$ cat src/sv/uef_pkg.sv
package uef_pkg;

	localparam int unsigned QUEUE_DEPTH = 16;
	localparam int unsigned CNT_W       = $clog2(QUEUE_DEPTH + 1);
	localparam int unsigned COUNT_W     = 5;
	localparam int unsigned DATA_W      = 32;

	localparam logic OP_PUSH = 1'b0;
	localparam logic OP_POP  = 1'b1;

	typedef logic signed [DATA_W-1:0] data_t;
	typedef logic [CNT_W-1:0] cnt_t;

	typedef struct packed {
		logic load;
		logic shift;
	} cell_ctrl_t;

endpackage

$ cat src/sv/uef_cell.sv
module uef_cell (
	input  logic                clk,
	input  uef_pkg::cell_ctrl_t ctrl,
	input  logic                occupied,
	input  uef_pkg::data_t      push_value,
	input  uef_pkg::data_t      next_data,
	output uef_pkg::data_t      data,
	output logic                match
);

	uef_pkg::data_t data_q;

	always_ff @(posedge clk) begin
		if (ctrl.load) begin
			data_q <= push_value;
		end else if (ctrl.shift) begin
			data_q <= next_data;
		end
	end

	assign data  = data_q;
	assign match = occupied && (data_q == push_value);

endmodule

$ cat src/sv/unique_entry_fifo_core.sv
// channel   signals                                  direction
// request   in_valid, in_stall, op, value            in (in_stall out)
// result    out_valid, out_stall, added, duplicate,  out (out_stall in)
//           overflow, underflow, head_valid,
//           head_value, tail_value, entry_count
// one beat per cycle in while in_stall is low, result in the cycle after acceptance from a registered output stage.
// the duplicate check compares the value against every occupied cell of the chain in the same cycle.
// a pop shifts the whole chain one cell toward the head; a push loads the first free cell.
// reset clears occupancy and the result valid; cell contents stay undefined.
// in_stall is high only while a finished result is held by out_stall.
module unique_entry_fifo_core (
	input  logic                                clk,
	input  logic                                arst_n,
	input  logic                                in_valid,
	output logic                                in_stall,
	input  logic                                op,
	input  logic signed [uef_pkg::DATA_W-1:0]   value,
	output logic                                out_valid,
	input  logic                                out_stall,
	output logic                                added,
	output logic                                duplicate,
	output logic                                overflow,
	output logic                                underflow,
	output logic                                head_valid,
	output logic signed [uef_pkg::DATA_W-1:0]   head_value,
	output logic signed [uef_pkg::DATA_W-1:0]   tail_value,
	output logic [uef_pkg::COUNT_W-1:0]         entry_count
);

	uef_pkg::cnt_t       occ_q;
	uef_pkg::data_t      tail_q;
	uef_pkg::data_t      cell_data [uef_pkg::QUEUE_DEPTH];
	uef_pkg::cell_ctrl_t cell_ctrl [uef_pkg::QUEUE_DEPTH];
	logic [uef_pkg::QUEUE_DEPTH-1:0] match_vec;

	logic                  out_valid_q;
	logic                  added_q;
	logic                  dup_q;
	logic                  ovf_q;
	logic                  udf_q;
	logic                  head_valid_q;
	uef_pkg::data_t        head_q;
	uef_pkg::data_t        tail_out_q;
	logic [uef_pkg::COUNT_W-1:0] count_q;

	logic           accept;
	logic           is_push;
	logic           dup_hit;
	logic           full;
	logic           empty;
	logic           do_add;
	logic           do_pop;
	uef_pkg::cnt_t  occ_next;
	uef_pkg::data_t head_next;
	uef_pkg::data_t tail_next;

	assign in_stall = out_valid_q && out_stall;
	assign accept   = in_valid && !in_stall;
	assign is_push  = (op == uef_pkg::OP_PUSH);
	assign dup_hit  = |match_vec;
	assign full     = (occ_q == uef_pkg::CNT_W'(uef_pkg::QUEUE_DEPTH));
	assign empty    = (occ_q == '0);
	assign do_add   = accept && is_push && !dup_hit && !full;
	assign do_pop   = accept && !is_push && !empty;

	always_comb begin
		occ_next = occ_q;
		if (do_add) begin
			occ_next = occ_q + 1'b1;
		end else if (do_pop) begin
			occ_next = occ_q - 1'b1;
		end
	end

	always_comb begin
		if (occ_next == '0) begin
			head_next = '0;
		end else if (do_add && empty) begin
			head_next = value;
		end else if (do_pop) begin
			head_next = cell_data[1];
		end else begin
			head_next = cell_data[0];
		end
	end

	always_comb begin
		if (occ_next == '0) begin
			tail_next = '0;
		end else if (do_add) begin
			tail_next = value;
		end else begin
			tail_next = tail_q;
		end
	end

	for (genvar i = 0; i < uef_pkg::QUEUE_DEPTH; i++) begin : g_cell
		uef_pkg::data_t next_d;
		logic           occupied;

		if (i == uef_pkg::QUEUE_DEPTH - 1) begin : g_last
			assign next_d = '0;
		end else begin : g_mid
			assign next_d = cell_data[i+1];
		end

		assign occupied           = (uef_pkg::CNT_W'(i) < occ_q);
		// first free cell takes the pushed value
		assign cell_ctrl[i].load  = do_add && (occ_q == uef_pkg::CNT_W'(i));
		assign cell_ctrl[i].shift = do_pop;

		uef_cell u_cell (
			.clk        (clk),
			.ctrl       (cell_ctrl[i]),
			.occupied   (occupied),
			.push_value (value),
			.next_data  (next_d),
			.data       (cell_data[i]),
			.match      (match_vec[i])
		);
	end

	always_ff @(posedge clk or negedge arst_n) begin
		if (!arst_n) begin
			occ_q       <= '0;
			out_valid_q <= 1'b0;
		end else begin
			if (accept) begin
				occ_q       <= occ_next;
				out_valid_q <= 1'b1;
			end else if (!out_stall) begin
				out_valid_q <= 1'b0;
			end
		end
	end

	always_ff @(posedge clk) begin
		if (do_add) begin
			tail_q <= value;
		end
		if (accept) begin
			added_q      <= do_add;
			dup_q        <= is_push && dup_hit;
			ovf_q        <= is_push && !dup_hit && full;
			udf_q        <= !is_push && empty;
			head_valid_q <= (occ_next != '0);
			head_q       <= head_next;
			tail_out_q   <= tail_next;
			count_q      <= uef_pkg::COUNT_W'(occ_next);
		end
	end

	assign out_valid   = out_valid_q;
	assign added       = added_q;
	assign duplicate   = dup_q;
	assign overflow    = ovf_q;
	assign underflow   = udf_q;
	assign head_valid  = head_valid_q;
	assign head_value  = head_q;
	assign tail_value  = tail_out_q;
	assign entry_count = count_q;

	a_flags_exclusive: assert property (@(posedge clk) disable iff (!arst_n)
		out_valid_q |-> $onehot0({added_q, dup_q, ovf_q, udf_q}))
		else $error("more than one outcome flag set");

	a_occ_bound: assert property (@(posedge clk) disable iff (!arst_n)
		occ_q <= uef_pkg::CNT_W'(uef_pkg::QUEUE_DEPTH))
		else $error("occupancy beyond depth");

	a_empty_zero: assert property (@(posedge clk) disable iff (!arst_n)
		(out_valid_q && !head_valid_q) |-> (head_q == '0 && tail_out_q == '0))
		else $error("empty result carries nonzero values");

	a_add_grows: assert property (@(posedge clk) disable iff (!arst_n)
		do_add |=> (occ_q == $past(occ_q) + 1'b1))
		else $error("push did not grow occupancy");

	a_single_load: assert property (@(posedge clk) disable iff (!arst_n)
		do_add |-> (!dup_hit && !full))
		else $error("push added a value already stored");

endmodule

$ cat config.mk
export PLATFORM = sky130hd
export DESIGN_NAME = unique_entry_fifo_core
export DESIGN_NICKNAME = d
export VERILOG_FILES = /design/src/sv/uef_pkg.sv /design/src/sv/uef_cell.sv /design/src/sv/unique_entry_fifo_core.sv
export SDC_FILE = /design/constraint.sdc
export NUM_CORES = 1
export LEC_CHECK = 0
export BUFFER_PORTS_ARGS = -buffer_cell sky130_fd_sc_hd__buf_2
export CORE_UTILIZATION = 55
export CTS_BUF_LIST = sky130_fd_sc_hd__clkbuf_4 sky130_fd_sc_hd__clkbuf_8
export DETAILED_ROUTE_END_ITERATION = 12
export PLACE_DENSITY = 0.73
export SYNTH_ARGS = -nofsm -noshare
export SYNTH_HDL_FRONTEND = slang
export SYNTH_SLANG_ARGS = --single-unit
$ cat constraint.sdc
create_clock -name clk -period 12.85 [get_ports clk]
set_input_delay 2.57 -clock clk [delete_from_list [all_inputs] [get_ports clk]]
set_output_delay 2.57 -clock clk [all_outputs]
set_load 0.02 [all_outputs]
# Word-level counts from Yosys, hierarchy flattened
# Index checks and enable logic that the tools add are counted.
[word_totals]
ff_bits = 624
inputBits = 37
wordCells = 182
[classes]
add_sub_neg = 2
order_cmp = 16
eq_ne = 33
mux = 37
bitwise = 1
n_reduce_logical = 66
[op_table]
columns = ["cell", "count"]
rows = [
  ["$mux 32", 33],
  ["$eq 32x32->1", 16],
  ["$logic_and 1x1->1", 43],
  ["$eq 5x4->1 const B", 8],
  ["$lt 4x5->1 const A", 8],
  ["$reduce_bool 2->1", 15],
  ["$eq 5x3->1 const B", 4],
  ["$lt 3x5->1 const A", 4],
  ["$reduce_or 16->1", 1],
  ["$eq 5x2->1 const B", 2],
  ["$logic_not 5->1", 2],
  ["$lt 1x5->1 const A", 2],
  ["$lt 2x5->1 const A", 2],
  ["$mux 5", 2],
  ["$add 5x1->5 const B", 1],
  ["$eq 5x1->1 const B", 1],
  ["$eq 5x5->1 const B", 1],
  ["$reduce_bool 5->1", 1],
  ["$sub 5x1->5 const B", 1],
  ["$logic_not 1->1", 4],
  ["$mux 1", 2],
  ["$ne 2x1->1 const B", 1],
  ["$not 1->1", 1],
]

# Longest topological paths before layout
# Gate-level depths: netlist (run 1).
[depth]
depth_word = 8
mapped_depth = 14
depth_no_buf = 10

# By module
# From an unflattened synthesis (run 1), not the netlist that was laid out.
[hier_totals]
hier_cells = 2230
area_unflattened_um2 = 33004.2
[by_module_without_submodules]
columns = ["module", "instances", "cells_each", "area_each_um2"]
rows = [
  ["uef_cell", 16, 113, 1710.4],
  ["unique_entry_fifo_core", 1, 422, 5637.9],
]

# Worst setup path before layout (run 1)
# No wires, ideal clock.
[synth_timing]
path_type = "input port to flip-flop"
from = "input port out_stall"
to = "register g_cell[13].u_cell.data_q[0] (enable)"
arrival_ns = 9.040
path_slack_ns = 3.416
cell_stages = 8
path_buffers = 1
cell_sequence = "and2_1 > nor2b_1 > nand3_1 > inv_1 > nand3_1 > nor4_4 > buf_4 > nand2b_1"
[synth_between]
elab_chain_len = 8
[synth_rtl]
columns = ["item", "line", "source"]
rows = [
  ["from (decl)", "unique_entry_fifo_core.sv:19", "input logic out_stall,"],
  ["$logic_and 1x1->1 (*)", "unique_entry_fifo_core.sv:57", "assign in_stall = out_valid_q && out_stall;"],
  ["$logic_not 1->1 (*)", "unique_entry_fifo_core.sv:58", "assign accept = in_valid && !in_stall;"],
  ["$logic_and 1x1->1 (*)", "unique_entry_fifo_core.sv:58", ""],
  ["named net accept", "unique_entry_fifo_core.sv:46", "logic accept;"],
  ["$logic_and 1x1->1 (3 in series)", "unique_entry_fifo_core.sv:63", "assign do_add = accept && is_push && !dup_hit && !full;"],
  ["$logic_and 1x1->1", "unique_entry_fifo_core.sv:109", "assign cell_ctrl[i].load = do_add && (occ_q == uef_pkg::CNT_W'(i));"],
  ["$reduce_bool 2->1 (no line) (*)", "--", ""],
  ["to (signal assigned)", "uef_cell.sv:15", "data_q <= push_value;"],
  ["to (signal assigned)", "uef_cell.sv:17", "data_q <= next_data;"],
  ["to (decl)", "uef_cell.sv:11", "uef_pkg::data_t data_q;"],
]
# Mark *: on every way through the listed nets, which the timed path passes. The rest lies on a longest branch.
# A chain may end at the register's enable or synchronous reset.

# Final worst setup path (run 1)
[layout_timing]
from = "input port value[16] in the netlist's numbering"
to = "register g_cell[7].u_cell.data_q[17] (enable)"
[layout_between]
elab_chain_len = 8
[layout_rtl]
columns = ["item", "line", "source"]
rows = [
  ["from (decl)", "unique_entry_fifo_core.sv:17", "input logic signed [uef_pkg::DATA_W-1:0] value,"],
  ["$eq 32x32->1", "uef_cell.sv:22", "assign match = occupied && (data_q == push_value);"],
  ["$logic_and 1x1->1", "uef_cell.sv:22", ""],
  ["$reduce_or 16->1 (*)", "unique_entry_fifo_core.sv:60", "assign dup_hit = |match_vec;"],
  ["$logic_not 1->1 (*)", "unique_entry_fifo_core.sv:63", ""],
  ["$logic_and 1x1->1 (*) (2 in series)", "unique_entry_fifo_core.sv:63", ""],
  ["$logic_and 1x1->1 (*)", "unique_entry_fifo_core.sv:109", ""],
  ["$reduce_bool 2->1 (no line) (*)", "--", ""],
  ["to (signal assigned)", "uef_cell.sv:15", ""],
  ["to (signal assigned)", "uef_cell.sv:17", ""],
  ["to (decl)", "uef_cell.sv:11", ""],
]
# Every way passes the cells marked *; elsewhere a longest branch is shown, timed or not.

==> impl_table.tex, run 1 <==
\begin{tabular}{lr}
\hline
Metric & Value \\
\hline
\multicolumn{2}{l}{\textbf{Final layout}} \\
Non-filler instance count after layout & 3654 \\
Net count reported at finish & 2773 \\
Utilization of the core after routing & 60.5\% \\
Layout overhead on the synthesized area & 9.01\% \\
Register Area & 18100 um2 \\
Number of antenna cells inserted & 0 \\
Multi-input combinational cell area & 14500 um2 \\
Number of fill cells & 4855 \\
Fraction of layout instances using a drive strength above 1 & 27.7\% \\
\multicolumn{2}{l}{\textbf{Logic synthesis}} \\
Post-Syn Nets & 2701 \\
Yosys reg bits & 624 \\
Synth async-reset ratio & 0.962\% \\
Synthesized area per cell & 12.9 um2 \\
Number of unique standard cell types used by synthesis & 69 \\
Netlist area before placement & 34200 um2 \\
Sequential fraction of the synthesis area & 52.9\% \\
Commonest register cell after synthesis & edfxtp\_1 \\
Count of mapped cells out of synthesis & 2659 \\
Number of enable flip-flop cells after synthesis & 554 \\
Yosys Warn Count & 0 \\
\multicolumn{2}{l}{\textbf{Die}} \\
Die width & 251 um \\
Initial core utilization & 55.5\% \\
Vertical die dimension & 251 um \\
Die outline area & 63100 um2 \\
Boundary pin count & 113 \\
Floorplan core area & 61600 um2 \\
Std cell rows & 91 \\
\multicolumn{2}{l}{\textbf{Timing}} \\
RSZ-0062 raised after global routing & false \\
Number of endpoints failing setup at the final stage & 0 \\
Slew of the pin with the lowest slew margin & 1310 ps \\
Worst hold margin & 460 ps \\
Worst max-slew margin expressed relative to the limit & 10.1\% \\
Final worst path period share & 62.1\% \\
F\_max & 0.125 GHz \\
Final-report hold violation count & 0 \\
Final Max Slew Viols & 0 \\
Total Negative Setup Slacks & 0 ps \\
Minimum clock period & 7980 ps \\
Post-Route Skew & 30.7 ps \\
\multicolumn{2}{l}{\textbf{Detailed routing}} \\
Drt pass-1 iters & 8 \\
Total via count after detailed routing & 23300 \\
First DRT Iteration DRCs & 3014 \\
Vias per cell & 6.37 \\
Remaining antenna violation count & 0 \\
Routed WL & 111 mm \\
Post-route DRC violation count & 0 \\
Average wire per cell in the routed design & 30.5 um \\
\multicolumn{2}{l}{\textbf{Placed design}} \\
Post-detail-place hpwl & 76.4 mm \\
Number of port buffers & 112 \\
Final weighted congestion in routability-driven placement & 1.01 \\
\# placed instances & 3460 \\
\multicolumn{2}{l}{\textbf{Pwr}} \\
Int Power & 3.67 mW \\
Part of the power in registers & 47.2\% \\
Proportion of power drawn by the clock network & 34.9\% \\
Logic pwr share & 17.9\% \\
Static power due to leakage & 13.3 nW \\
Switching Fraction & 30.4\% \\
Total design power & 5.28 mW \\
Power Density & 142 nW/um2 \\
Sw power & 1.61 mW \\
Peak supply drop & 0.0935 mV \\
\multicolumn{2}{l}{\textbf{Clock tree}} \\
Hold buffers post-CTS & 0 \\
Number of setup buffers added after CTS & 0 \\
Clock transition at the register clock pins on the worst setup and hold paths after CTS & 60 ps \\
Maximum root-to-sink buffer count & 3 \\
Cell at the root of the clock tree & clkbuf\_8 \\
Clock sink total & 624 \\
Number of H-tree levels & 3 \\
TritonCTS clock tree & built \\
Inserted Clock Buffers & 105 \\
Number of gates given a new drive strength after cts & 0 \\
Worst skew pair latency & 720 ps \\
\multicolumn{2}{l}{\textbf{GRT}} \\
Maximum number of pins on one net before global-route repair & 76 \\
Number of global-route vias before repair & 22800 \\
Global-route wire length before repair & 159 mm \\
Number of antenna violations at the first check in global routing & 2 \\
Combined global-route utilization of all metal layers & 35.0\% \\
Grt ovf & 0 \\
\multicolumn{2}{l}{\textbf{Critical path}} \\
Kind of cell adding the most delay to the critical path & simple AND/OR/NAND/NOR gates \\
Crit-path cells & buf\_2 > buf\_4 > xnor2\_1 > nor4bb\_1 > nor4bb\_1 > nor4\_1 > and4\_4 > nand3\_1 > or3\_1 > nand2\_1 \\
Bufs and invs on worst path & 2 \\
CP endpoint kind & flip-flop \\
Worst Path Arrival & 8120 ps \\
Cell with the largest stage delay on the worst path & nand2\_1 \\
Delay contributed by the slowest stage of the critical path & 1160 ps \\
Worst setup SP type & input pin \\
Most frequent CP cell & nor4bb\_1 \\
Worst-path maximum fanout & 33 \\
Data required time at the worst endpoint & 12980 ps \\
Classification of the worst setup path & in -> reg \\
\multicolumn{2}{l}{\textbf{Worst hold path}} \\
Path class of the lowest-slack min-delay path & reg -> reg \\
\multicolumn{2}{l}{\textbf{Flow run}} \\
Max\_cap viols & 0 \\
\multicolumn{2}{l}{\textbf{Outcome}} \\
Run status & complete, no violations \\
\hline
\end{tabular}
## routing by layer
| layer | global-route usage [%] | share of wire, % | wire (um) | vias to the layer above |
|---|---|---|---|---|
| met5 | 0 | 0.044 | 49 | - |
| met2 | 51.9 | 44 | 48500 | 1481 |
| met4 | 16.8 | 4.8 | 5360 | 6 |
| li1 | - | - | - | 9936 |
| met1 | 48.6 | 41 | 46000 | 11600 |
| met3 | 8.21 | 10 | 11500 | 281 |
## power by group through the flow
stage	clock, mW	combinational [mW]	sequential [mW]
after floorplan	0	0.588	2.53
after global placement	0	0.904	2.52
after detailed placement	0	0.916	2.52
after CTS	1.85	0.922	2.49
after global routing	1.94	0.992	2.50
final	1.84	0.945	2.49
## cell type report
cell class	instances	area share, %
repair buffers	188	3.09
well taps	837	2.81
inverters	77	0.776
multi-input cells	1735	39.0
clock buffers	159	5.24
flip-flops and latches	624	48.5
clock inverters	34	0.584
## final timing paths
| check | from | to | slack, ps | cells past startpoint |
|---|---|---|---|---|
| min in group asynchronous | arst_n | out_valid | 1710 | 1 |
| max in group asynchronous | arst_n | occ_q[4] | 10910 | 1 |
| worst min-delay path | tail_q[19] | tail_q[19] | 460 | 2 |
| worst max register to register | occ_q[4] | g_cell[7].u_cell.data[17] | 6940 | 11 |
| worst max-delay path | value[16] | g_cell[7].u_cell.data[17] | 4870 | 10 |
| worst min register to register | tail_q[19] | tail_q[19] | 460 | 2 |
## layout by cell type (no fill, tap or decap), types with 4 or more instances in the layout
cell type,count
edfxtp_1,554
mux2_2,384
xor2_1,260
xnor2_1,252
nand2_1,140
clkbuf_8,121
nand4_1,119
buf_2,112
nor4_1,107
inv_1,75
buf_4,75
mux2i_1,67
a31oi_1,66
dfxtp_1,64
mux2_1,63
nor2_1,47
clkbuf_4,38
nand3_1,34
and2_1,31
clkinv_1,19
nor3_1,18
nor4b_1,13
nand4b_1,11
nor2b_1,9
or4_1,9
clkinv_2,8
a21oi_1,7
nor4bb_1,7
a2111oi_0,6
or2_2,6
dfrtp_1,6
ha_1,5
and3_1,4
nand2b_1,4
o21ai_0,4
nor4_4,4
or3_1,4
## logic make-up (layout without fill, tap and decap cells)
group | after synthesis | in the layout | share of synthesized area, %
compound gates | 102 | 102 | 2.02
fa+ha+maj | 5 | 5 | 0.183
buf+inv | 300 | 458 | 4.79
flops | 624 | 624 | 52.9
xor+xnor | 514 | 514 | 13.2
mux | 514 | 514 | 16.7
simple gates | 600 | 600 | 10.2
## Yosys cell counts, types with 63 or more instances
master      n  area (um2)
a31oi_1    66         413
buf_2      81         405
dfxtp_1    64        1280
edfxtp_1  554       16600
inv_1      75         282
mux2_1     63         709
mux2_2    384        4320
mux2i_1    67         671
nand2_1   141         529
nand4_1   119         744
nor4_1    107         669
xnor2_1   253        2220
xor2_1    260        2280
## state kept, by name, summed over array words and instances (netlist names)
name                count
underflow               1
head_valid              1
occ_q                   5
head_value             32
tail_q                 32
overflow                1
entry_count             5
g_cell.u_cell.data    512
duplicate               1
tail_value             32
out_valid               1
added                   1
## worst min-delay path: cells and delay by family (launching register included)
family | cells | cell delay [ps]
flip-flops | 1 | 310
buffers and inverters | 1 | 50
multiplexers | 1 | 70
## per-stage QoR
step                area (um2)  setup slack [ps]
floorplan                34200              3420
CTS                      37200              5020
global placement         35100              4440
global route             37300              4660
detailed placement       35100              4280
finish                   37300              4870
Power figures use the tool's default switching activity.
==> inputs of run 2 (changes only) <==
Settings changed: PLACE_DENSITY 0.73 to 0.76.
Clock period 12.85 ns to 7.3 ns, I/O delays scaled along.
==> run 2 against run 1 <==
Sequential power grew 78%. Hold slack lost 4.0 ps. Critical path depth grew 2. Die area is the same. Sequential cell count is the same. Power grew 73%. Wire length shrank 6.2%. Via count shrank 2.0%. Register-to-register slack lost 5000 ps. Combinational power grew 68%.
==> impl_table.tex, run 2 (synthesized netlist as in run 1, its figures left out) <==
\begin{tabular}{lr}
\hline
Metric & Value \\
\hline
\multicolumn{2}{l}{\textbf{Clock tree}} \\
Number of gates given a new drive strength after cts & 0 \\
Clock sink total & 624 \\
TritonCTS clock tree & built \\
Inserted Clock Buffers & 103 \\
Hold buffers post-CTS & 0 \\
Clock transition at the register clock pins on the worst setup and hold paths after CTS & 60 ps \\
Number of setup buffers added after CTS & 0 \\
Number of H-tree levels & 3 \\
Worst skew pair latency & 750 ps \\
Maximum root-to-sink buffer count & 3 \\
Cell at the root of the clock tree & clkbuf\_8 \\
\multicolumn{2}{l}{\textbf{Timing}} \\
Number of endpoints failing setup at the final stage & 0 \\
Slew of the pin with the lowest slew margin & 1300 ps \\
Final-report hold violation count & 0 \\
Minimum clock period & 5510 ps \\
F\_max & 0.182 GHz \\
Worst hold margin & 456 ps \\
Total Negative Setup Slacks & 0 ps \\
Final worst path period share & 75.5\% \\
Post-Route Skew & 40.2 ps \\
Worst max-slew margin expressed relative to the limit & 12.4\% \\
Final Max Slew Viols & 0 \\
RSZ-0062 raised after global routing & false \\
Worst Slack Setup Final & 1790 ps \\
\multicolumn{2}{l}{\textbf{Final layout}} \\
Flip-flop count of the largest register, all copies and words added & 512 \\
Finished Cell Area & 37500 um2 \\
Non-filler instance count after layout & 3675 \\
Net count reported at finish & 2797 \\
Commonest non-fill, non-tap cell in the layout & edfxtp\_1 \\
Commonest non-fill, non-tap cells in the layout & edfxtp\_1, mux2\_2, xor2\_1 \\
Fraction of layout instances using a drive strength above 1 & 28.3\% \\
Number of antenna cells inserted & 0 \\
Layout overhead on the synthesized area & 9.66\% \\
\multicolumn{2}{l}{\textbf{Critical path}} \\
Worst flop-to-flop path endpoint & g\_cell[10].u\_cell.data[10] \\
Classification of the worst setup path & in -> reg \\
Cell with the largest stage delay on the worst path & nor2\_4 \\
Worst Path Arrival & 5890 ps \\
Worst setup SP type & input pin \\
Delay contributed by the slowest stage of the critical path & 740 ps \\
CP endpoint kind & flip-flop \\
Worst reg2reg startpoint & occ\_q[2] \\
Register-to-register path setup slack & 1900 ps \\
Crit-path cells & buf\_2 > buf\_4 > xor2\_1 > nor2\_1 > nand4\_1 > nor4bb\_1 > nor4\_1 > nand4\_2 > nor2\_4 > nand4\_4 > nand2\_1 > buf\_4 \\
Worst R2R Path Depth & 10 \\
Most frequent CP cell & buf\_4 \\
Data required time at the worst endpoint & 7680 ps \\
Worst-path maximum fanout & 33 \\
\multicolumn{2}{l}{\textbf{Detailed routing}} \\
Drt pass-1 iters & 8 \\
Routed WL & 104 mm \\
Total via count after detailed routing & 22800 \\
Average wire per cell in the routed design & 28.4 um \\
Remaining antenna violation count & 0 \\
Post-route DRC violation count & 0 \\
First DRT Iteration DRCs & 2216 \\
Vias per cell & 6.21 \\
\multicolumn{2}{l}{\textbf{Placed design}} \\
Cell area after placement & 35400 um2 \\
Final weighted congestion in routability-driven placement & 0.998 \\
\# placed instances & 3487 \\
Worst-case setup slack after placement & 1140 ps \\
Post-detail-place hpwl & 74.7 mm \\
Number of port buffers & 112 \\
\multicolumn{2}{l}{\textbf{Die}} \\
Vertical die dimension & 251 um \\
Floorplan core area & 61600 um2 \\
Die width & 251 um \\
Boundary pin count & 113 \\
Initial core utilization & 55.5\% \\
Die outline area & 63100 um2 \\
Std cell rows & 91 \\
\multicolumn{2}{l}{\textbf{Outcome}} \\
Run status & complete, no violations \\
\multicolumn{2}{l}{\textbf{Flow run}} \\
Max\_cap viols & 0 \\
\multicolumn{2}{l}{\textbf{GRT}} \\
Number of global-route vias before repair & 22800 \\
Global-route wire length before repair & 153 mm \\
Grt ovf & 0 \\
Combined global-route utilization of all metal layers & 33.2\% \\
Maximum number of pins on one net before global-route repair & 72 \\
Number of antenna violations at the first check in global routing & 2 \\
\multicolumn{2}{l}{\textbf{Worst hold path}} \\
Worst Hold Path Cells & 2 \\
Hold EP & tail\_q[25] \\
Min-delay src & tail\_q[25] \\
Path class of the lowest-slack min-delay path & reg -> reg \\
\multicolumn{2}{l}{\textbf{Pwr}} \\
Static power due to leakage & 13.4 nW \\
Peak supply drop & 0.159 mV \\
Power Density & 244 nW/um2 \\
\hline
\end{tabular}
-- run 2: metal layers --
metal / vias up / GRT usage, % / share of wire (%)
li1: 9964 / - / -
met1: 11400 / 44.0 / 41
met2: 1184 / 52.5 / 46
met3: 284 / 6.01 / 8.1
met4: 2 / 16.5 / 5.1
met5: - / 0 / 0.012
-- run 2: worst max-delay path, delay by kind of cell --
family / cells / cell delay (ps)
simple gates: 8 / 2640
buf+inv: 3 / 1430
xor+xnor: 1 / 290
-- run 2: layout make-up --
cell class / instances / area, um2
Clock buffer: 148 / 1780
Clock inverter: 40 / 279
Fill cell: 4856 / 24100
Inverter: 77 / 289
Multi-Input combinational cell: 1735 / 14500
Sequential cell: 624 / 18100
Tap cell: 837 / 1050
Timing Repair Buffer: 214 / 1480
-- run 2: where the power goes --
| group | internal, mW | leakage, nW | switching [mW] |
|---|---|---|---|
| sequential | 4.20 | 5.77 | 0.225 |
| combinational | 0.512 | 6.58 | 1.08 |
| clock | 1.65 | 1.10 | 1.48 |
| total | 6.37 | 13.4 | 2.78 |
-- run 2: worst max path at each step --
stage | from | end | slack (ps) | cells after the start
finish | value[18] | g_cell[10].u_cell.data[10] | 1790 | 12
detailed placement | value[0] | g_cell[1].u_cell.data[1] | 1140 | 13
global placement | value[0] | head_value[10] | 1140 | 12
global route | value[7] | g_cell[10].u_cell.data[13] | 1540 | 12
floorplan | out_stall | g_cell[13].u_cell.data[0] | 700 | 8
CTS | value[0] | g_cell[1].u_cell.data[2] | 1900 | 13
-- run 2: per-stage QoR --
| step | total power [mW] | utilization, % |
|---|---|---|
| global route | 9.45 | 60.8 |
| detailed placement | 6.05 | 57.5 |
| floorplan | 5.49 | - |
| finish | 9.15 | 60.8 |
| CTS | 9.15 | 60.8 |
| global placement | 6.02 | 57.5 |
